[config.mk]
export PLATFORM = sky130hd
export DESIGN_NAME = sstf_disk_request_scheduler
export DESIGN_NICKNAME = d
export VERILOG_FILES = /design/src/rtl/core/ssched_pkg.sv /design/src/rtl/core/ssched_ram.sv /design/src/rtl/core/ssched_pick.sv /design/src/rtl/core/ssched_ctrl.sv /design/src/rtl/core/sstf_disk_request_scheduler.sv
export SDC_FILE = /design/constraint.sdc
export NUM_CORES = 1
export LEC_CHECK = 0
export ABC_AREA = 1
export ABC_CLOCK_PERIOD_IN_PS = 4700
export BUFFER_PORTS_ARGS = -buffer_cell sky130_fd_sc_hd__buf_2
export CORE_MARGIN = 3
export CORE_UTILIZATION = 32
export CTS_BUF_LIST = sky130_fd_sc_hd__clkbuf_4
export DETAILED_ROUTE_END_ITERATION = 16
export SLEW_MARGIN = 0
export SYNTH_ARGS = -nofsm -noshare
export SYNTH_HDL_FRONTEND = slang
export SYNTH_SLANG_ARGS = --single-unit
export TNS_END_PERCENT = 5
[constraint.sdc]
create_clock -name clk_i -period 4.7 [get_ports clk_i]
set_input_delay 0.47 -clock clk_i [delete_from_list [all_inputs] [get_ports clk_i]]
set_output_delay 0.47 -clock clk_i [all_outputs]
set_load 0.05 [all_outputs]
[src/rtl/core/ssched_pkg.sv]
// Shared types and constants for the SSTF disk request scheduler.
// No dependencies; imported by every module of the block except ssched_ram.
package ssched_pkg;

  localparam int unsigned QueueDepthDef = 8;
  localparam int unsigned MaxRequesters = 64;
  localparam int unsigned TrackBits     = 16;
  localparam int unsigned RqBits        = 6;
  localparam int unsigned LimitBits     = 4;
  localparam int unsigned CountBits     = 7;
  localparam int unsigned CfgIdxBits    = 2;
  localparam int unsigned CfgDataBits   = 8;

  localparam logic [LimitBits-1:0] LimitReset = LimitBits'(3);
  localparam logic [CountBits-1:0] CountReset = CountBits'(5);

  typedef enum logic [CfgIdxBits-1:0] {
    CFG_QUEUE_LIMIT = 2'd0,
    CFG_REQ_COUNT   = 2'd1
  } cfg_reg_e;

  typedef enum logic [1:0] {
    STATUS_SERVICED  = 2'd0,
    STATUS_DUPLICATE = 2'd1,
    STATUS_NO_ACTIVE = 2'd2
  } status_e;

  typedef enum logic [2:0] {
    ST_IDLE,
    ST_DUP_SCAN,
    ST_INSERT,
    ST_DRAIN_CHECK,
    ST_SRV_SCAN,
    ST_EMIT,
    ST_REJECT
  } ssched_state_e;

  typedef struct packed {
    logic [RqBits-1:0]    requester;
    logic [TrackBits-1:0] track;
    logic                 final_request;
  } req_t;

  typedef struct packed {
    logic [1:0]           status;
    logic [RqBits-1:0]    served_requester;
    logic [TrackBits-1:0] served_track;
    logic                 run_end;
  } rsp_t;

  // One pending-table entry as held in the RAM.
  typedef struct packed {
    logic [RqBits-1:0]    requester;
    logic [TrackBits-1:0] track;
  } entry_t;

  // Sweep control from the sequencer to the nearest-entry picker.
  typedef struct packed {
    logic                 start;
    logic                 chk;
    logic                 entry_valid;
    logic                 mode_srv;
    logic [RqBits-1:0]    requester;
    logic [TrackBits-1:0] head;
  } scan_ctl_t;

  // Picker outcome after a sweep.
  typedef struct packed {
    logic                 hit;
    logic [RqBits-1:0]    requester;
    logic [TrackBits-1:0] track;
  } pick_res_t;

endpackage

[src/rtl/core/ssched_ram.sv]
// Generic single-port-write, single-port-read RAM with registered read data.
// Depends on nothing.
module ssched_ram #(
  parameter int unsigned Width = 8,
  parameter int unsigned Depth = 8,
  localparam int unsigned AddrW = (Depth > 1) ? $clog2(Depth) : 1
) (
  input  logic             clk_i,
  input  logic             we_i,
  input  logic [AddrW-1:0] waddr_i,
  input  logic [Width-1:0] wdata_i,
  input  logic             re_i,
  input  logic [AddrW-1:0] raddr_i,
  output logic [Width-1:0] rdata_o
);

  logic [Width-1:0] mem_q [Depth];
  logic [Width-1:0] rdata_q;

  always_ff @(posedge clk_i) begin
    if (we_i) begin
      mem_q[waddr_i] <= wdata_i;
    end
    if (re_i) begin
      rdata_q <= mem_q[raddr_i];
    end
  end

  assign rdata_o = rdata_q;

endmodule

[src/rtl/core/ssched_pick.sv]
// Sweep datapath: duplicate-requester match and nearest-track selection.
// Depends on ssched_pkg; fed one RAM entry per cycle by ssched_ctrl.
module ssched_pick import ssched_pkg::*; #(
  parameter int unsigned QueueDepth = QueueDepthDef,
  localparam int unsigned IdxW = (QueueDepth > 1) ? $clog2(QueueDepth) : 1
) (
  input  logic            clk_i,
  input  logic            rst_ni,
  input  scan_ctl_t       ctl_i,
  input  logic [IdxW-1:0] chk_idx_i,
  input  entry_t          entry_i,
  output pick_res_t       res_o,
  output logic [IdxW-1:0] best_idx_o
);

  logic                 hit_q, hit_d;
  logic [IdxW-1:0]      best_idx_q, best_idx_d;
  logic [RqBits-1:0]    best_rq_q, best_rq_d;
  logic [TrackBits-1:0] best_trk_q, best_trk_d;
  logic [TrackBits-1:0] best_dist_q, best_dist_d;
  logic [TrackBits-1:0] seek_dist;
  logic                 better;

  always_comb begin
    seek_dist = (entry_i.track > ctl_i.head) ? (entry_i.track - ctl_i.head)
                                             : (ctl_i.head - entry_i.track);
    better = !hit_q || (seek_dist < best_dist_q) ||
             ((seek_dist == best_dist_q) && (entry_i.requester < best_rq_q));

    hit_d       = hit_q;
    best_idx_d  = best_idx_q;
    best_rq_d   = best_rq_q;
    best_trk_d  = best_trk_q;
    best_dist_d = best_dist_q;

    if (ctl_i.start) begin
      hit_d = 1'b0;
    end else if (ctl_i.chk && ctl_i.entry_valid) begin
      if (!ctl_i.mode_srv) begin
        if (entry_i.requester == ctl_i.requester) begin
          hit_d = 1'b1;
        end
      end else if (better) begin
        hit_d       = 1'b1;
        best_idx_d  = chk_idx_i;
        best_rq_d   = entry_i.requester;
        best_trk_d  = entry_i.track;
        best_dist_d = seek_dist;
      end
    end
  end

  always_ff @(posedge clk_i or negedge rst_ni) begin
    if (!rst_ni) begin
      hit_q <= 1'b0;
    end else begin
      hit_q <= hit_d;
    end
  end

  always_ff @(posedge clk_i) begin
    best_idx_q  <= best_idx_d;
    best_rq_q   <= best_rq_d;
    best_trk_q  <= best_trk_d;
    best_dist_q <= best_dist_d;
  end

  assign res_o.hit       = hit_q;
  assign res_o.requester = best_rq_q;
  assign res_o.track     = best_trk_q;
  assign best_idx_o      = best_idx_q;

endmodule

[src/rtl/core/ssched_ctrl.sv]
// Sequencer: handshakes, config registers, valid bits, head, sweeps, result register.
// Depends on ssched_pkg; drives ssched_ram and ssched_pick.
module ssched_ctrl import ssched_pkg::*; #(
  parameter int unsigned QueueDepth = QueueDepthDef,
  localparam int unsigned IdxW = (QueueDepth > 1) ? $clog2(QueueDepth) : 1,
  localparam int unsigned OccW = $clog2(QueueDepth + 1)
) (
  input  logic                   clk_i,
  input  logic                   rst_ni,
  input  logic                   in_valid_i,
  output logic                   in_ready_o,
  input  req_t                   in_data_i,
  output logic                   out_valid_o,
  input  logic                   out_ready_i,
  output rsp_t                   out_data_o,
  input  logic                   cfg_valid_i,
  output logic                   cfg_ready_o,
  input  logic [CfgIdxBits-1:0]  cfg_index_i,
  input  logic [CfgDataBits-1:0] cfg_data_i,
  output logic                   ram_we_o,
  output logic [IdxW-1:0]        ram_waddr_o,
  output entry_t                 ram_wdata_o,
  output logic                   ram_re_o,
  output logic [IdxW-1:0]        ram_raddr_o,
  output scan_ctl_t              scan_o,
  output logic [IdxW-1:0]        chk_idx_o,
  input  pick_res_t              pick_i,
  input  logic [IdxW-1:0]        pick_idx_i
);

  localparam logic [IdxW-1:0] LastIdx = IdxW'(QueueDepth - 1);

  ssched_state_e         state_q, state_d;
  logic [QueueDepth-1:0] valid_q, valid_d;
  logic [OccW-1:0]       occ_q, occ_d;
  logic [TrackBits-1:0]  head_q, head_d;
  logic [CountBits-1:0]  active_q, active_d;
  logic [LimitBits-1:0]  limit_q, limit_d;
  req_t                  req_q, req_d;
  status_e               rej_q, rej_d;
  logic [IdxW-1:0]       rd_idx_q, rd_idx_d;
  logic                  issue_q, issue_d;
  logic                  chk_q, chk_d;
  logic [IdxW-1:0]       chk_idx_q, chk_idx_d;
  rsp_t                  out_q, out_d;
  logic                  out_valid_q, out_valid_d;

  logic                  free_found;
  logic [IdxW-1:0]       free_idx;
  logic [OccW-1:0]       lim_eff, target, occ_m1;
  logic                  scanning, sweep_done, scan_start, out_free, run_end;
  logic [CountBits-1:0]  cnt_sat;

  // first free slot
  always_comb begin
    free_found = 1'b0;
    free_idx   = '0;
    for (int i = QueueDepth - 1; i >= 0; i--) begin
      if (!valid_q[i]) begin
        free_found = 1'b1;
        free_idx   = IdxW'(i);
      end
    end
  end

  always_comb begin
    lim_eff = (32'(limit_q) > 32'(QueueDepth)) ? OccW'(QueueDepth) : OccW'(limit_q);
    target  = (32'(active_q) < 32'(lim_eff)) ? OccW'(active_q) : lim_eff;
    occ_m1  = occ_q - OccW'(1);
    run_end = (occ_m1 == '0) || (occ_m1 < target);
    cnt_sat = (32'(cfg_data_i[CountBits-1:0]) > 32'(MaxRequesters)) ?
              CountBits'(MaxRequesters) : cfg_data_i[CountBits-1:0];
  end

  always_comb begin
    state_d     = state_q;
    valid_d     = valid_q;
    occ_d       = occ_q;
    head_d      = head_q;
    active_d    = active_q;
    limit_d     = limit_q;
    req_d       = req_q;
    rej_d       = rej_q;
    rd_idx_d    = rd_idx_q;
    issue_d     = issue_q;
    out_d       = out_q;
    scan_start  = 1'b0;
    ram_we_o    = 1'b0;
    ram_waddr_o = free_idx;
    ram_wdata_o = '{requester: req_q.requester, track: req_q.track};

    scanning   = (state_q == ST_DUP_SCAN) || (state_q == ST_SRV_SCAN);
    sweep_done = chk_q && (chk_idx_q == LastIdx);
    out_free   = !out_valid_q || out_ready_i;
    out_valid_d = out_valid_q && !out_ready_i;
    in_ready_o = (state_q == ST_IDLE);

    // one RAM read issued per sweep cycle, checked in the following cycle
    ram_re_o    = scanning && issue_q;
    ram_raddr_o = rd_idx_q;
    chk_d       = ram_re_o;
    chk_idx_d   = rd_idx_q;
    if (ram_re_o) begin
      if (rd_idx_q == LastIdx) begin
        issue_d = 1'b0;
      end else begin
        rd_idx_d = rd_idx_q + IdxW'(1);
      end
    end

    if (cfg_valid_i) begin
      if (cfg_index_i == CFG_QUEUE_LIMIT) begin
        limit_d = cfg_data_i[LimitBits-1:0];
      end else if (cfg_index_i == CFG_REQ_COUNT) begin
        active_d = cnt_sat;
      end
    end

    case (state_q)
      ST_IDLE: begin
        if (in_valid_i) begin
          req_d = in_data_i;
          if (active_q == '0) begin
            rej_d   = STATUS_NO_ACTIVE;
            state_d = ST_REJECT;
          end else begin
            scan_start = 1'b1;
            state_d    = ST_DUP_SCAN;
          end
        end
      end
      ST_DUP_SCAN: begin
        if (sweep_done) begin
          state_d = ST_INSERT;
        end
      end
      ST_INSERT: begin
        if (pick_i.hit || !free_found) begin
          rej_d   = STATUS_DUPLICATE;
          state_d = ST_REJECT;
        end else begin
          ram_we_o          = 1'b1;
          valid_d[free_idx] = 1'b1;
          occ_d             = occ_q + OccW'(1);
          if (req_q.final_request) begin
            active_d = active_q - CountBits'(1);
          end
          state_d = ST_DRAIN_CHECK;
        end
      end
      ST_DRAIN_CHECK: begin
        if ((occ_q != '0) && (occ_q >= target)) begin
          scan_start = 1'b1;
          state_d    = ST_SRV_SCAN;
        end else begin
          state_d = ST_IDLE;
        end
      end
      ST_SRV_SCAN: begin
        if (sweep_done) begin
          state_d = ST_EMIT;
        end
      end
      ST_EMIT: begin
        if (out_free) begin
          out_valid_d             = 1'b1;
          out_d.status            = STATUS_SERVICED;
          out_d.served_requester  = pick_i.requester;
          out_d.served_track      = pick_i.track;
          out_d.run_end           = run_end;
          head_d                  = pick_i.track;
          valid_d[pick_idx_i]     = 1'b0;
          occ_d                   = occ_m1;
          if (run_end) begin
            state_d = ST_IDLE;
          end else begin
            scan_start = 1'b1;
            state_d    = ST_SRV_SCAN;
          end
        end
      end
      ST_REJECT: begin
        if (out_free) begin
          out_valid_d            = 1'b1;
          out_d.status           = rej_q;
          out_d.served_requester = req_q.requester;
          out_d.served_track     = head_q;
          out_d.run_end          = 1'b1;
          state_d                = ST_IDLE;
        end
      end
      default: begin
        state_d = ST_IDLE;
      end
    endcase

    if (scan_start) begin
      rd_idx_d = '0;
      issue_d  = 1'b1;
    end
  end

  always_ff @(posedge clk_i or negedge rst_ni) begin
    if (!rst_ni) begin
      state_q     <= ST_IDLE;
      valid_q     <= '0;
      occ_q       <= '0;
      head_q      <= '0;
      active_q    <= CountReset;
      limit_q     <= LimitReset;
      issue_q     <= 1'b0;
      chk_q       <= 1'b0;
      out_valid_q <= 1'b0;
    end else begin
      state_q     <= state_d;
      valid_q     <= valid_d;
      occ_q       <= occ_d;
      head_q      <= head_d;
      active_q    <= active_d;
      limit_q     <= limit_d;
      issue_q     <= issue_d;
      chk_q       <= chk_d;
      out_valid_q <= out_valid_d;
    end
  end

  always_ff @(posedge clk_i) begin
    req_q     <= req_d;
    rej_q     <= rej_d;
    rd_idx_q  <= rd_idx_d;
    chk_idx_q <= chk_idx_d;
    out_q     <= out_d;
  end

  assign cfg_ready_o = 1'b1;
  assign out_valid_o = out_valid_q;
  assign out_data_o  = out_q;

  assign scan_o.start       = scan_start;
  assign scan_o.chk         = chk_q;
  assign scan_o.entry_valid = valid_q[chk_idx_q];
  assign scan_o.mode_srv    = (state_q == ST_SRV_SCAN);
  assign scan_o.requester   = req_q.requester;
  assign scan_o.head        = head_q;
  assign chk_idx_o          = chk_idx_q;

endmodule

[src/rtl/core/sstf_disk_request_scheduler.sv]
// Top level of the shortest-seek-time-first disk request scheduler.
// Depends on ssched_pkg, ssched_ram, ssched_pick and ssched_ctrl.
//
//   channel | direction | handshake               | payload
//   --------+-----------+-------------------------+---------------------------
//   in      | sink      | in_valid_i / in_ready_o  | in_data_i  (req_t)
//   out     | source    | out_valid_o / out_ready_i| out_data_o (rsp_t)
//   cfg     | sink      | cfg_valid_i / cfg_ready_o| cfg_index_i, cfg_data_i
//
// One request is worked at a time. A request with no active requesters goes
// straight to the reject step and the result register. Otherwise a duplicate
// sweep over the entry RAM (D = QueueDepth entries), one read per cycle, is
// followed by the insert and drain-check steps. Each serviced entry costs
// another sweep plus an emit step; the single RAM read port makes each sweep
// read the entries one at a time.
// Reset clears the valid bits, head, occupancy and loads queue_limit = 3 and
// active requesters = 5; the RAM is not cleared, as only valid entries are used.
// A stalled output only holds the sequencer at the emit or reject step; the input
// is taken again as soon as the sequencer is idle, with a result still waiting.
// cfg_ready_o is tied high and a write lands at once; writes are to be issued only
// while the block is idle, which the user must keep to, as the block does not enforce it.
module sstf_disk_request_scheduler import ssched_pkg::*; #(
  parameter int unsigned QueueDepth = QueueDepthDef
) (
  input  logic                   clk_i,
  input  logic                   rst_ni,
  input  logic                   in_valid_i,
  output logic                   in_ready_o,
  input  req_t                   in_data_i,
  output logic                   out_valid_o,
  input  logic                   out_ready_i,
  output rsp_t                   out_data_o,
  input  logic                   cfg_valid_i,
  output logic                   cfg_ready_o,
  input  logic [CfgIdxBits-1:0]  cfg_index_i,
  input  logic [CfgDataBits-1:0] cfg_data_i
);

  localparam int unsigned IdxW = (QueueDepth > 1) ? $clog2(QueueDepth) : 1;

  // sequencer <-> entry RAM
  logic            ram_we, ram_re;
  logic [IdxW-1:0] ram_waddr, ram_raddr;
  entry_t          ram_wdata, ram_rdata;

  // sequencer <-> picker
  scan_ctl_t       scan;
  logic [IdxW-1:0] chk_idx, pick_idx;
  pick_res_t       pick;

  ssched_ram #(
    .Width ($bits(entry_t)),
    .Depth (QueueDepth)
  ) u_entry_ram (
    .clk_i   (clk_i),
    .we_i    (ram_we),
    .waddr_i (ram_waddr),
    .wdata_i (ram_wdata),
    .re_i    (ram_re),
    .raddr_i (ram_raddr),
    .rdata_o (ram_rdata)
  );

  ssched_pick #(
    .QueueDepth (QueueDepth)
  ) u_pick (
    .clk_i      (clk_i),
    .rst_ni     (rst_ni),
    .ctl_i      (scan),
    .chk_idx_i  (chk_idx),
    .entry_i    (ram_rdata),
    .res_o      (pick),
    .best_idx_o (pick_idx)
  );

  ssched_ctrl #(
    .QueueDepth (QueueDepth)
  ) u_ctrl (
    .clk_i       (clk_i),
    .rst_ni      (rst_ni),
    .in_valid_i  (in_valid_i),
    .in_ready_o  (in_ready_o),
    .in_data_i   (in_data_i),
    .out_valid_o (out_valid_o),
    .out_ready_i (out_ready_i),
    .out_data_o  (out_data_o),
    .cfg_valid_i (cfg_valid_i),
    .cfg_ready_o (cfg_ready_o),
    .cfg_index_i (cfg_index_i),
    .cfg_data_i  (cfg_data_i),
    .ram_we_o    (ram_we),
    .ram_waddr_o (ram_waddr),
    .ram_wdata_o (ram_wdata),
    .ram_re_o    (ram_re),
    .ram_raddr_o (ram_raddr),
    .scan_o      (scan),
    .chk_idx_o   (chk_idx),
    .pick_i      (pick),
    .pick_idx_i  (pick_idx)
  );

endmodule

**Word level (Yosys, flattened, before mapping)**

Memories as Yosys holds them, arrays and structs flattened. A register that Yosys moved wholly into a read port is not among the register bits.
Index checks and enable logic that the tools add are counted.

- $add $sub $neg: 6
- $lt $le $gt $ge: 13
- Eq/ne operators: 20
- Mux-type cells: 75
- Bitwise gates (word level): 5
- Reduce and logical (&&, ||, !) cells: 42

Operator list:

| cell | count |
|---|---|
| two-way mux 3 bit | 17 |
| two-way mux 25 bit | 2 |
| one-hot mux 25 bit (2 select lines) | 1 |
| two-way mux 7 bit | 7 |
| subtractor 16 bit | 2 |
| two-way mux 1 bit | 30 |
| one-hot mux 3 bit (7 select lines) | 1 |
| == test 16 bit | 1 |
| greater-than comparator 16 bit | 1 |
| less-than comparator 16 bit | 1 |
| two-way mux 16 bit | 1 |
| two-way mux 4 bit | 4 |
| two-way mux 8 bit | 2 |
| one-hot mux 8 bit (2 select lines) | 1 |
| == test 3 bit, second input constant | 5 |
| less-than comparator 3 x 4 -> 1 bit, second input constant | 3 |
| inequality test 2 x 1 -> 1 bit, second input constant | 6 |
| nonzero test 2 bit | 6 |
| AND reduction 2 bit | 5 |
| AND reduction 3 bit | 3 |
| bitwise AND 8 bit | 1 |
| logical AND 1 bit | 8 |
| NOT 8 bit | 1 |
| OR 8 bit | 1 |
| other kinds (35) | 51 |

- Flip-flop bits (word level): 143
- Bits in writable memories: 176
- Input bits: 38
- Output and inout bits: 28
- Logic and storage cells: 186
- Memories: 1

Memories:

| memory | depth | bits a word | read ports | clocked after memory_dff | write ports | RTL line | text |
|---|---|---|---|---|---|---|---|
| u_entry_ram.mem_q | 8 | 22 | 1 | 1 | 1 | ssched_ram.sv:17 | `logic [Width-1:0] mem_q [Depth];` |

**Logic depth before layout (Yosys ltp)**

Gate-level depths: netlist (run 1).

- Word-level depth: 15
- Gate-level depth with buffers: 28
- Depth with buffers taken out: 27

**Cells and area by module**

From an unflattened synthesis (run 1), not the netlist that was laid out.

- Cells, all modules: 1870
- Area, all modules: 17384.2 um2

By module, submodules not included:

| module | times used | cells an instance | area each (um2) | sequential area each (um2) |
|---|---|---|---|---|
| ssched_ram | 1 | 800 | 8376.8 | 5945.7 |
| ssched_ctrl | 1 | 515 | 5018.6 | 2752.6 |
| ssched_pick | 1 | 555 | 3988.8 | 1256.2 |

**Worst setup path after synthesis (run 1)**

OpenSTA, ideal clock, no wires.

- Path type: flip-flop to flip-flop
- From: register u_entry_ram.rdata_q[0], in the netlist u_entry_ram.rdata_o[0], read port of u_entry_ram.mem_q
- To: register u_pick.best_dist_q[0] (enable)
- Setup time: 0.396 ns
- Data arrival time: 3.555 ns
- Required time: 4.304 ns
- Slack: 0.749 ns
- Stages on the path, launching flop included: 27
- Path buffers: 1
- Clock period less this slack: 3.951 ns
- Cell sequence: edfxtp_1 inv_1 ha_1 inv_1 fa_1 nand3_1 nand2_1 nand2_1 nand2_2 nand2_2 nand2_2 nand2_4 buf_4 nand2_1 nand2_1 inv_1 ha_1 nand2_1 nor2_1 nand2_1 nor2_1 nand3_1 nand2_1 inv_1 nand2_1 nand2_1 inv_1

- Cells in the longest elaborated chain, start to end: 6
- Elaborated cells between the ends (all ways): 10
- Classes of those cells: add/sub: 2; order compare: 2; eq/ne: 1; mux: 1; reduce/logical: 4

RTL lines:

| what | RTL line | text |
|---|---|---|
| start, declared | ssched_ram.sv:18 | `logic [Width-1:0] rdata_q;` |
| subtractor 16 bit (tied with other cells) | ssched_pick.sv:26 | `: (ctl_i.head - entry_i.track);` |
| two-way mux 16 bit * | ssched_pick.sv:25 | `seek_dist = (entry_i.track > ctl_i.head) ? (entry_i.track - ctl_i.head)` |
| via u_pick.seek_dist[15] | ssched_pick.sv:21 | `logic [TrackBits-1:0] seek_dist;` |
| less-than comparator 16 bit or == test 16 bit (tied branches) | ssched_pick.sv:27, ssched_pick.sv:28 |  |
| logical OR 1 bit or logical AND 1 bit (tied branches) | ssched_pick.sv:27, ssched_pick.sv:28 |  |
| logical OR 1 bit * | ssched_pick.sv:27 | `better = !hit_q \|\| (seek_dist < best_dist_q) \|\|` |
| AND reduction 4 bit (no line) * | - |  |
| end signal, assigned | ssched_pick.sv:65 | `best_dist_q <= best_dist_d;` |
| end, declared | ssched_pick.sv:20 | `logic [TrackBits-1:0] best_dist_q, best_dist_d;` |

The timed path passes the listed nets; every way through them passes the cells marked *.
A chain may end at the register's enable or synchronous reset.

**Worst setup path after layout (run 1)**

- From: register u_entry_ram.rdata_q[0], in the netlist u_entry_ram.rdata_o[0], read port of u_entry_ram.mem_q
- To: register u_pick.best_rq_q[0] (enable)

- Cells in the longest elaborated chain, start to end: 6
- Elaborated cells between the ends (all ways): 10
- Classes of those cells: add/sub: 2; order compare: 2; eq/ne: 1; mux: 1; reduce/logical: 4

RTL lines:

| what | RTL line | text |
|---|---|---|
| subtractor 16 bit (tied with other cells) | ssched_pick.sv:26 |  |
| two-way mux 16 bit * | ssched_pick.sv:25 |  |
| via u_pick.seek_dist[13] | ssched_pick.sv:21 |  |
| less-than comparator 16 bit or == test 16 bit (tied branches) | ssched_pick.sv:27, ssched_pick.sv:28 |  |
| logical OR 1 bit or logical AND 1 bit (tied branches) | ssched_pick.sv:27, ssched_pick.sv:28 |  |
| logical OR 1 bit * | ssched_pick.sv:27 |  |
| AND reduction 4 bit (no line) * | - |  |
| end signal, assigned | ssched_pick.sv:63 | `best_rq_q <= best_rq_d;` |
| end, declared | ssched_pick.sv:18 | `logic [RqBits-1:0] best_rq_q, best_rq_d;` |

Marks and branches as above.

==> metrics.md, run 1 <==
| Metric | Value |
|---|---|
| Status | `completed` |
| CTS max path bufs | `3` |
| Skew-Pair Late Insertion Delay | `800 ps` |
| Placeable Area | `0.0494 mm2` |
| Worst slew margin | `0.301` |
| Setup TNS | `0 ps` |
| 1st-iter DRT viols | `720` |
| First-pass GRT wire length | `59.9 mm` |
| Worst Max-Slew Pin Slew | `1050 ps` |
| Die height | `230 um` |
| WL met2 | `18.1 mm` |
| WP data arrival | `4400 ps` |
| Endpoints failing setup | `0` |
| Largest family of logic cells by synthesized area | `simple AND/OR/NAND/NOR gates` |
| DRC Markers | `0` |
| Leakage | `7.76 nW` |
| XOR/XNOR share of the synthesized area | `0.0168` |
| Sink Count | `341` |
| DR WL/cell | `15.2 um` |
| Global route overflow | `0` |
| Most common cell after layout, fill and taps aside | `edfxtp_1` |
| Post-synth EDFFs | `289` |
| Mapped Avg Cell Area | `10.2 um2` |
| Worst-path clk slew | `60 ps` |
| # resized after CTS | `0` |
| Vias per cell | `4.67` |
| Nets | `1839` |
| Max cap viols | `0` |
| # rows | `81` |
| Final instance area | `0.0187 mm2` |
| GP Congestion | `0.871` |
| Highest-count cells in the layout ignoring fill and taps | `edfxtp_1, nand2_1, nor2_1` |
| Max frequency | `254 MHz` |
| Adder-cell share of the synthesized area | `0.0568` |
| Multiplexer share of the synthesized area | `0.00140` |
| Post-synthesis async set-or-reset flop share | `0.135` |
| Pwr/cell area | `711 mW/mm2` |
| Vias post-DR | `11455` |
| Dpl hpwl | `24.4 mm` |
| Dpl cell area | `0.0172 mm2` |
| Initial Util | `0.327` |
| Hold WC Path Type | `primary input to flop` |
| Top-Level Pins | `66` |
| Number of port buffers | `63` |
| Post CTS Setup Buffer Count | `0` |
| Worst Path Required | `5160 ps` |
| Crit path kind | `flop to flop` |
| RSZ-0062 raised after global routing | `false` |
| CTS Buf Count | `89` |
| Syn Nets | `1691` |
| VDD IR max | `0.248 mV` |
| Root Buffer | `clkbuf_4` |
| Placed insts | `2271` |
| Sequential share of the synthesized area | `0.617` |
| Tot GR Track Use | `0.142` |
| Antenna Violating Nets Remaining | `0` |
| Yosys cell types | `47` |
| Vias in the first global route | `11460` |
| Die ar. | `0.0531 mm2` |
| Worst Setup End Kind | `flop` |
| Pre-antenna DRT Iters | `5` |
| Metal-1 WL | `16.6 mm` |
| Highest routed layer | `met4` |
| Die width | `230 um` |
| Layout cells sized above 1 | `0.144` |
| Multi-input gate area | `0.00529 mm2` |
| Fill cell count | `4945` |
| Initial antenna violation count | `1` |
| Area delta synth->final | `16.0%` |
| Mapped cell area | `0.0161 mm2` |
| Startpoint type of the worst setup path | `flop` |
| DR WL met3 | `1.80 mm` |
| Worst clock skew | `68.1 ps` |
| Yosys Warn Count | `0` |
| Pin count of the biggest net entering global routing | `92` |
| Fin cells | `2455` |
| FF-to-FF setup slack | `760 ps` |
| Tcrit/Tclk final | `0.838` |
| TritonCTS clock tree | `yes` |
| WL final | `37.4 mm` |
| Period minus WS final | `3940 ps` |
| Compound-Gate Fraction of Synth Area | `0.0903` |
| Post-synthesis simple-gate area fraction | `0.160` |
| Main flop type after synthesis | `edfxtp_1` |
| Final Hold Fails | `0` |
| Top fanout value on the critical path | `41` |
| Htree depth | `3` |
| Final Max Slew Viols | `0` |
| Synthesis-stage register bit count | `341` |
| Gate Count Post-Synth | `1581` |
| Storage cell area | `0.00996 mm2` |
==> through the flow <==
stage	hold slack, ps	utilization	setup slack, ps	power, mW
after global routing	97.0	0.379	337	14.6
after detailed placement	388	0.349	684	10.7
after floorplan	174	-	749	9.03
final	94.2	0.379	764	13.3
after CTS	10.7	0.379	640	13.5
after global placement	388	0.349	713	10.6
==> kinds of logic (layout without fill, tap and decap cells) <==
logic type	after synthesis	after routing
buffers and inverters	236	445
muxes	2	2
AOI/OAI and AO/OA	271	271
and+or+nand+nor	627	627
xor gates and xnor gates	31	31
other	1	2
adders and majority gates	72	72
DFF	341	341
==> cell type report <==
type | instances | area share
antenna | 1 | 0.000134
clock buffer | 128 | 0.0514
clock inverter | 24 | 0.0122
inverter | 185 | 0.0373
multi-input combinational | 1004 | 0.283
sequential | 341 | 0.532
tap | 664 | 0.0444
timing repair buffer | 108 | 0.0397
==> Yosys cell counts, types with 2 or more instances <==
cell      count  share of area
edfxtp_1    289           0.54
o22ai_1      27          0.010
a31oi_1      22         0.0085
nand2_2       9         0.0035
mux2_2        2         0.0014
inv_2         4        0.00093
clkbuf_1     31         0.0072
xor2_1       29          0.016
buf_4         4         0.0019
o21bai_1      2        0.00093
nor3_1        6         0.0019
nor2_1      232          0.054
a21o_1        2        0.00093
o211ai_1      5         0.0023
a21oi_1      49          0.015
a22oi_1       2        0.00093
nand4_1      12         0.0047
nand3_1      64          0.020
buf_1         2        0.00047
dfstp_2       4         0.0065
or2_1         2        0.00078
dfrtp_1      42          0.065
fa_1          2         0.0025
ha_1         70          0.054
clkinv_1      2        0.00047
a21oi_2       2         0.0011
o21ai_1       6         0.0019
nor2_4        3         0.0021
dfxtp_1       6         0.0075
buf_2        13         0.0040
o21ai_0     153          0.047
nor3_2        3         0.0019
inv_1       178          0.041
nand2_1     288          0.067
xnor2_1       2         0.0011
==> where the power goes <==
group	internal, mW	switching [mW]	total, mW	leakage (nW)
Sequential	4.12	0.397	4.51	3.21
Combinational	1.98	4.12	6.11	3.86
Clock	1.48	1.20	2.68	0.696
==> critical path, stage by stage (launching register included) <==
cell and delay [ps]:
edfxtp_1 430, inv_1 80, ha_1 170, inv_1 70, fa_1 440, nand3_1 110
nand2_1 160, nand2_1 120, nand2_2 70, nand2_2 60, nand2_2 60, nand2_4 190
inv_4 130, nand2_1 90, nand2_1 60, inv_1 80, ha_1 240, a21oi_1 130
o21ai_0 100, a21oi_1 210, nand2_1 110, nand2_1 80, nand2_1 60, inv_1 90
buf_12 250
==> sequential cells by signal, indices dropped and copies added, names as in the netlist, 4 cells and up <==
register / cells
u_ctrl.ram_wdata_o: 22
u_ctrl.valid_q: 8
u_entry_ram.rdata_o: 22
u_ctrl.active_q: 7
u_pick.best_rq_q: 6
u_ctrl.head_q: 16
u_pick.best_dist_q: 16
u_ctrl.limit_q: 4
u_ctrl.occ_q: 4
u_entry_ram.mem_q: 176
u_pick.best_trk_q: 16
u_ctrl.out_data_o: 25
==> final timing paths <==
kind,from,end,depth (start not counted)
worst min register to register,u_ctrl.ram_raddr_o[2]$_SDFFE_PP0P_,u_ctrl.chk_idx_o[2]$_DFF_P_,0
worst min-delay path,cfg_valid_i,u_ctrl.limit_q[1]$_DFFE_PN1P_,3
worst max-delay path,u_entry_ram.rdata_o[0]$_DFFE_PP_,u_pick.best_rq_q[0]$_DFFE_PP_,24
max in group asynchronous,rst_ni,u_ctrl.active_q[4]$_DFF_PN0_,3
min in group asynchronous,rst_ni,u_ctrl.head_q[14]$_DFFE_PN0P_,3
worst max register to register,u_entry_ram.rdata_o[0]$_DFFE_PP_,u_pick.best_rq_q[0]$_DFFE_PP_,24
==> metal layers <==
| layer | vias up | track usage |
|---|---|---|
| li1 | 5694 | - |
| met1 | 5458 | 0.182 |
| met2 | 240 | 0.237 |
| met3 | 63 | 0.0271 |
| met4 | 0 | 0.0616 |
| met5 | - | 0 |
==> timing repair <==
item                                    in CTS  in global routing
endpoints found under the hold margin       73                  0
endpoints found under the setup margin       0                  0
hold buffers                                31                  0
(Power assumes the default switching activity.)
==> run 2: changes to the inputs <==
- ABC_CLOCK_PERIOD_IN_PS: 4700 -> 3800
- clock period: 4.7 -> 3.8 ns (I/O delays scaled with it)
==> run 2 against run 1 <==
  * Maximum frequency up 9.1%
  * Cell area rose by 4.7%
  * Global-route usage is 0.088 points lower
  * Hold slack worse by 1.7 ps
  * Critical path type unchanged
  * Largest cell class unchanged
==> metrics.md, run 2 (same netlist as run 1, synthesis figures left out) <==
| Metric | Value |
|---|---|
| Status | `completed` |
| Area delta synth->final | `21.5%` |
| CTS Buf Count | `90` |
| Slowest CP cell | `edfxtp_1` |
| Pin count of the biggest net entering global routing | `92` |
| RR Endpoint | `u_pick.best_rq_q[2]$_DFFE_PP_` |
| Placeable Area | `0.0494 mm2` |
| Endpoints failing setup | `0` |
| Sink Count | `341` |
| FF-to-FF path depth | `27` |
| Setup TNS | `0 ps` |
| Final WS setup | `191 ps` |
| Die ar. | `0.0531 mm2` |
| Initial antenna violation count | `2` |
| Worst Setup End Kind | `flop` |
| DR WL/cell | `15.0 um` |
| # rows | `81` |
| Fin util | `0.397` |
| WP buf/inv | `7` |
| Dpl cell area | `0.0175 mm2` |
| Pwr/cell area | `923 mW/mm2` |
| Top fanout value on the critical path | `11` |
| FF-to-FF setup slack | `190 ps` |
| Die height | `230 um` |
| Final instance area | `0.0196 mm2` |
| Crit path kind | `flop to flop` |
| Hold WC Path Type | `primary input to flop` |
| Family with the most delay on the worst path | `simple AND/OR/NAND/NOR gates` |
| Endpoint with the worst hold slack | `u_ctrl.issue_q$_DFFE_PN0P_` |
| Number of port buffers | `63` |
| Vias in the first global route | `11480` |
| Worst Max-Slew Pin Slew | `990 ps` |
| Most flops, register | `u_entry_ram.mem_q` |
| Root Buffer | `clkbuf_4` |
| WP data arrival | `4100 ps` |
| WL final | `37.9 mm` |
| Global route overflow | `0` |
| Top-Level Pins | `66` |
| Tot GR Track Use | `0.141` |
| Fill cell count | `4853` |
| Worst-path clk slew | `60 ps` |
| CTS max path bufs | `3` |
| First-pass GRT wire length | `59.7 mm` |
| Leakage | `8.04 nW` |
| Final Hold Fails | `0` |
| Vias post-DR | `11645` |
| Most frequent cell on the critical path | `nand2_2` |
| Final Max Slew Viols | `0` |
| Antenna Violating Nets Remaining | `0` |
| Tcrit/Tclk final | `0.950` |
| Reg-to-reg startpoint | `u_entry_ram.rdata_o[0]$_DFFE_PP_` |
| Htree depth | `3` |
| GP Congestion | `0.857` |
| Period minus WS final | `3610 ps` |
| Initial Util | `0.327` |
| Setup WS pre-CTS | `23.5 ps` |
| Storage cell area | `0.00996 mm2` |
| TritonCTS clock tree | `yes` |
| Worst slew margin | `0.338` |
| Pre-antenna DRT Iters | `5` |
| Max frequency | `277 MHz` |
| Die width | `230 um` |
| Nets | `1894` |
| Worst clock skew | `37.3 ps` |
| Vias per cell | `4.62` |
| DRC Markers | `0` |
| Worst Path Required | `4290 ps` |
| Highest-count cells in the layout ignoring fill and taps | `edfxtp_1, nand2_1, nor2_1` |
| Most common cell after layout, fill and taps aside | `edfxtp_1` |
| Critical path's largest stage delay | `400 ps` |
| Hold Crit Depth | `4` |
| Layout cells sized above 1 | `0.213` |
| Multi-input gate area | `0.00566 mm2` |
| Startpoint type of the worst setup path | `flop` |
| Skew-Pair Late Insertion Delay | `800 ps` |
| Max cap viols | `0` |
| HP Start | `in_valid_i` |
| Dpl hpwl | `24.7 mm` |
| 1st-iter DRT viols | `738` |
| VDD IR max | `0.427 mV` |
| Max reg flops | `176` |
-- run 2: changes by cell type in the layout (fill, tap and decap cells not counted), sizes merged --
cell / change
buf: +48
clkbuf: +9
dlygate4sd3: +4
clkinv: +3
clkinvlp: +3
inv: -3
diode: +2
bufinv: -1
-- run 2: area by class of cell --
type / count / share of cell area
diodes: 3 / 0.000383
clock buffers: 135 / 0.0517
clock inverters: 26 / 0.0106
inverters: 185 / 0.0358
multi-input cells: 1004 / 0.289
flip-flops and latches: 341 / 0.508
well taps: 664 / 0.0424
repair buffers: 162 / 0.0621
-- run 2: what timing repair did --
| item | CTS | global route |
|---|---|---|
| hold buffers | 35 | 0 |
| buffers inserted | 0 | 13 |
| hold endpoints to repair | 78 | 0 |
| gates resized for setup | 0 | 100 |
| setup endpoints to repair | 0 | 41 |
-- run 2: tightest hold or removal path, delay by kind of cell --
family | cells | cell delay [ps]
buffers and inverters | 2 | 220
and+or+nand+nor | 2 | 230
-- run 2: stage by stage --
| stage | power, mW | hold WS [ps] | cells |
|---|---|---|---|
| 2_1_floorplan | 11.2 | 84.4 | 1581 |
| 3_3_place_gp | 13.5 | 387 | 2306 |
| 3_5_place_dp | 13.6 | 386 | 2306 |
| 4_1_cts | 17.1 | 2.98 | 2502 |
| 5_1_grt | 19.7 | 35.6 | 2520 |
| 6_report | 18.1 | 92.4 | 2520 |
-- run 2: power by group --
group          switching (mW)  total, mW  leakage [nW]  internal, mW
sequential              0.512       5.60          3.21          5.09
clock                    1.50       3.34         0.715          1.84
combinational            5.68       9.16          4.12          3.48
-- run 2: worst max-delay path by stage --
stage                                     startpoint  slack (ps)  cells after the start                              end
detailed placement  u_entry_ram.rdata_o[0]$_DFFE_PP_          20                     24   u_pick.best_trk_q[8]$_DFFE_PP_
floorplan           u_entry_ram.rdata_o[0]$_DFFE_PP_         140                     25  u_pick.best_dist_q[0]$_DFFE_PP_
global route        u_entry_ram.rdata_o[0]$_DFFE_PP_         -50                     27   u_pick.best_trk_q[4]$_DFFE_PP_
CTS                 u_entry_ram.rdata_o[0]$_DFFE_PP_          10                     24   u_pick.best_trk_q[8]$_DFFE_PP_
global placement    u_entry_ram.rdata_o[0]$_DFFE_PP_          70                     24   u_pick.best_trk_q[8]$_DFFE_PP_
finish              u_entry_ram.rdata_o[0]$_DFFE_PP_         190                     27    u_pick.best_rq_q[2]$_DFFE_PP_
-- run 2: metal layers --
layer	routed length [um]	up-vias	share of wire	global-route usage
met5	0	-	0	0
met4	809	0	0.021	0.0509
met3	1790	62	0.047	0.0327
met2	18400	250	0.49	0.238
met1	16900	5512	0.45	0.179
li1	-	5821	-	-
==> run 3: changes to the inputs <==
- CELL_PAD_IN_SITES_DETAIL_PLACEMENT: unset -> 1
- CELL_PAD_IN_SITES_GLOBAL_PLACEMENT: unset -> 2
- PLACE_DENSITY_LB_ADDON: unset -> 0.1
==> run 3 against run 2 <==
  * Final cell count up 2.4%
  * Clock-buffer cell count grew 17
  * Clock skew up 20 ps
  * Register-to-register slack lost 100 ps
  * Sequential power is essentially flat
  * Utilization increased by 0.97 points
  * Clock power rose by 5%
  * Total power is 6.8% higher
  * Sequential share of layout area is 1.2 points lower
  * Routed wire length grew 19%
  * Die area unchanged
  * Worst setup slack worse by 100 ps
  * Critical endpoint is now u_pick.best_trk_q[4]$_DFFE_PP_
==> metrics.md, run 3 (same netlist as run 1, synthesis figures left out) <==
| Metric | Value |
|---|---|
| Top-Level Pins | `66` |
| Dpl cell area | `0.0178 mm2` |
| Clock power frac | `0.182` |
| Initial antenna violation count | `3` |
| Part of the power in registers | `0.290` |
| Worst Setup End Kind | `flop` |
| Status | `completed` |
| Die width | `230 um` |
| Tot GR Track Use | `0.169` |
| Startpoint type of the worst setup path | `flop` |
| Most common cell after layout, fill and taps aside | `edfxtp_1` |
| Max frequency | `269 MHz` |
| 1st-iter DRT viols | `455` |
| Highest-count cells in the layout ignoring fill and taps | `edfxtp_1, nand2_1, nor2_1` |
| Worst slew margin | `0.286` |
| Max reg flops | `176` |
| Setup WS pre-CTS | `-99.6 ps` |
| Antenna Violating Nets Remaining | `0` |
| Hold WC Path Type | `primary input to flop` |
| Placed insts | `2354` |
| Worst clock skew | `57.4 ps` |
| Pre-antenna DRT Iters | `4` |
| Final WS setup | `89.1 ps` |
| WP data arrival | `4210 ps` |
| Worst Setup SP | `u_entry_ram.rdata_o[0]$_DFFE_PP_` |
| DRC Markers | `0` |
| Dpl hpwl | `29.6 mm` |
| Period minus WS final | `3710 ps` |
| Vias in the first global route | `12543` |
| WL final | `45.2 mm` |
| Pin count of the biggest net entering global routing | `92` |
| VDD IR max | `0.403 mV` |
| Initial Util | `0.327` |
| Vias per cell | `4.61` |
| DR WL/cell | `17.5 um` |
| Fin cells | `2580` |
| Skew-Pair Late Insertion Delay | `840 ps` |
| Psw | `8.37 mW` |
| CTS max path bufs | `3` |
| Endpoints failing setup | `0` |
| TritonCTS clock tree | `yes` |
| # rows | `81` |
| Tcrit/Tclk final | `0.977` |
| Internal power | `11.0 mW` |
| Leakage | `8.35 nW` |
| Worst Max-Slew Pin Slew | `1070 ps` |
| Die height | `230 um` |
| Most flops, register | `u_entry_ram.mem_q` |
| Final instance area | `0.0201 mm2` |
| Sink Count | `341` |
| RSZ-0062 raised after global routing | `true` |
| Reg-to-reg startpoint | `u_entry_ram.rdata_o[0]$_DFFE_PP_` |
| Root Buffer | `clkbuf_4` |
| Pwr/cell area | `963 mW/mm2` |
| Setup TNS | `0 ps` |
| Crit path kind | `flop to flop` |
| Final Hold Fails | `0` |
| Die ar. | `0.0531 mm2` |
| Vias post-DR | `11893` |
| Logic gate share of total power | `0.528` |
| Layout cells sized above 1 | `0.236` |
| HP Start | `in_valid_i` |
| GP Congestion | `0.766` |
| Max cap viols | `0` |
| CTS Buf Count | `98` |
| Htree depth | `3` |
| Nets | `1949` |
| First-pass GRT wire length | `69.7 mm` |
| Number of port buffers | `63` |
| Sw frac | `0.433` |
| Worst Path Required | `4300 ps` |
| Fill cell count | `5614` |
| Area delta synth->final | `24.5%` |
| Final Max Slew Viols | `0` |
| Worst-path clk slew | `60 ps` |
| Global route overflow | `0` |
| Fin Hold WS | `125 ps` |
| Top fanout value on the critical path | `8` |
| Placeable Area | `0.0494 mm2` |
-- run 3: cell count changes in the layout (fill, tap and decap cells not counted), moves of 4 or more --
cell | previous run | this run
nor2_2 | 18 | 13
a21oi_1 | 45 | 41
ha_2 | 2 | 6
ha_4 | 18 | 14
buf_4 | 58 | 95
dlygate4sd3_1 | 35 | 39
o21ai_1 | 5 | 10
nor2_1 | 214 | 218
clkbuf_4 | 135 | 152
-- run 3: repair_timing --
| item | 4_1_cts | 5_1_grt |
|---|---|---|
| cloned | 0 | 5 |
| pin swaps | 0 | 14 |
| setup endpoints to repair | 41 | 41 |
| endpoints found under the hold margin | 62 | 0 |
| gates resized for setup | 12 | 90 |
| buffers inserted | 0 | 5 |
| hold buffers | 39 | 0 |
-- run 3: area by class of cell --
class | instances | area (um2) | share of cell area
Sequential cell | 341 | 9960 | 0.496
Antenna cell | 2 | 5.00 | 0.000249
Clock inverter | 23 | 150 | 0.00748
Inverter | 185 | 711 | 0.0354
Multi-Input combinational cell | 1005 | 5670 | 0.283
Tap cell | 664 | 831 | 0.0414
Clock buffer | 152 | 1140 | 0.0568
Timing Repair inverter | 1 | 8.76 | 0.000436
Timing Repair Buffer | 207 | 1600 | 0.0797
-- run 3: final timing paths --
kind                                                   to  slack, ps  depth (start not counted)
min                         u_ctrl.state_q[2]$_DFFE_PN0P_        120                          6
max reg2reg                u_pick.best_trk_q[4]$_DFFE_PP_         90                         25
min reg2reg                   u_ctrl.chk_idx_o[2]$_DFF_P_        400                          0
max                        u_pick.best_trk_q[4]$_DFFE_PP_         90                         25
max in group asynchronous    u_ctrl.active_q[2]$_DFF_PN1_       2740                          3
min in group asynchronous    u_ctrl.head_q[8]$_DFFE_PN0P_        170                          2
-- run 3: stage by stage --
stage | power, mW | util
final | 19.3 | 0.407
after global routing | 21.2 | 0.407
after CTS | 18.5 | 0.396
after detailed placement | 14.6 | 0.361
after global placement | 14.5 | 0.361
after floorplan | 11.2 | -
-- run 3: routing by layer --
layer | wire length (um) | global-route usage
met2 | 21700 | 0.285
met3 | 1690 | 0.0347
met4 | 991 | 0.0538
met1 | 20900 | 0.219
met5 | 0 | 0
-- run 3: critical path, cell delays in order, from the launching register on --
cell        delay (ps)
edfxtp_1           380
inv_1               80
ha_2               200
inv_2               60
fa_2               390
nand3_2            100
nand2_4             80
nand2_2             80
nand2_2             60
nand2_2             90
nand2_4            100
nand2_8            160
clkinv_8            90
nand2_1             70
nand2_1             50
inv_1               70
ha_1               270
a21oi_2            180
nand2_2             90
a21oi_4            180
nand2_2             80
nand2_2             90
nand2_2             80
clkinvlp_4          90
buf_12             150
buf_12             140
-- run 3: power by group through the flow --
stage	combinational [mW]	clock (mW)	sequential, mW
after floorplan	5.56	0	5.61
after global placement	8.84	0	5.66
after detailed placement	8.95	0	5.68
after CTS	9.15	3.69	5.61
after global routing	11.6	3.89	5.70
final	10.2	3.52	5.61
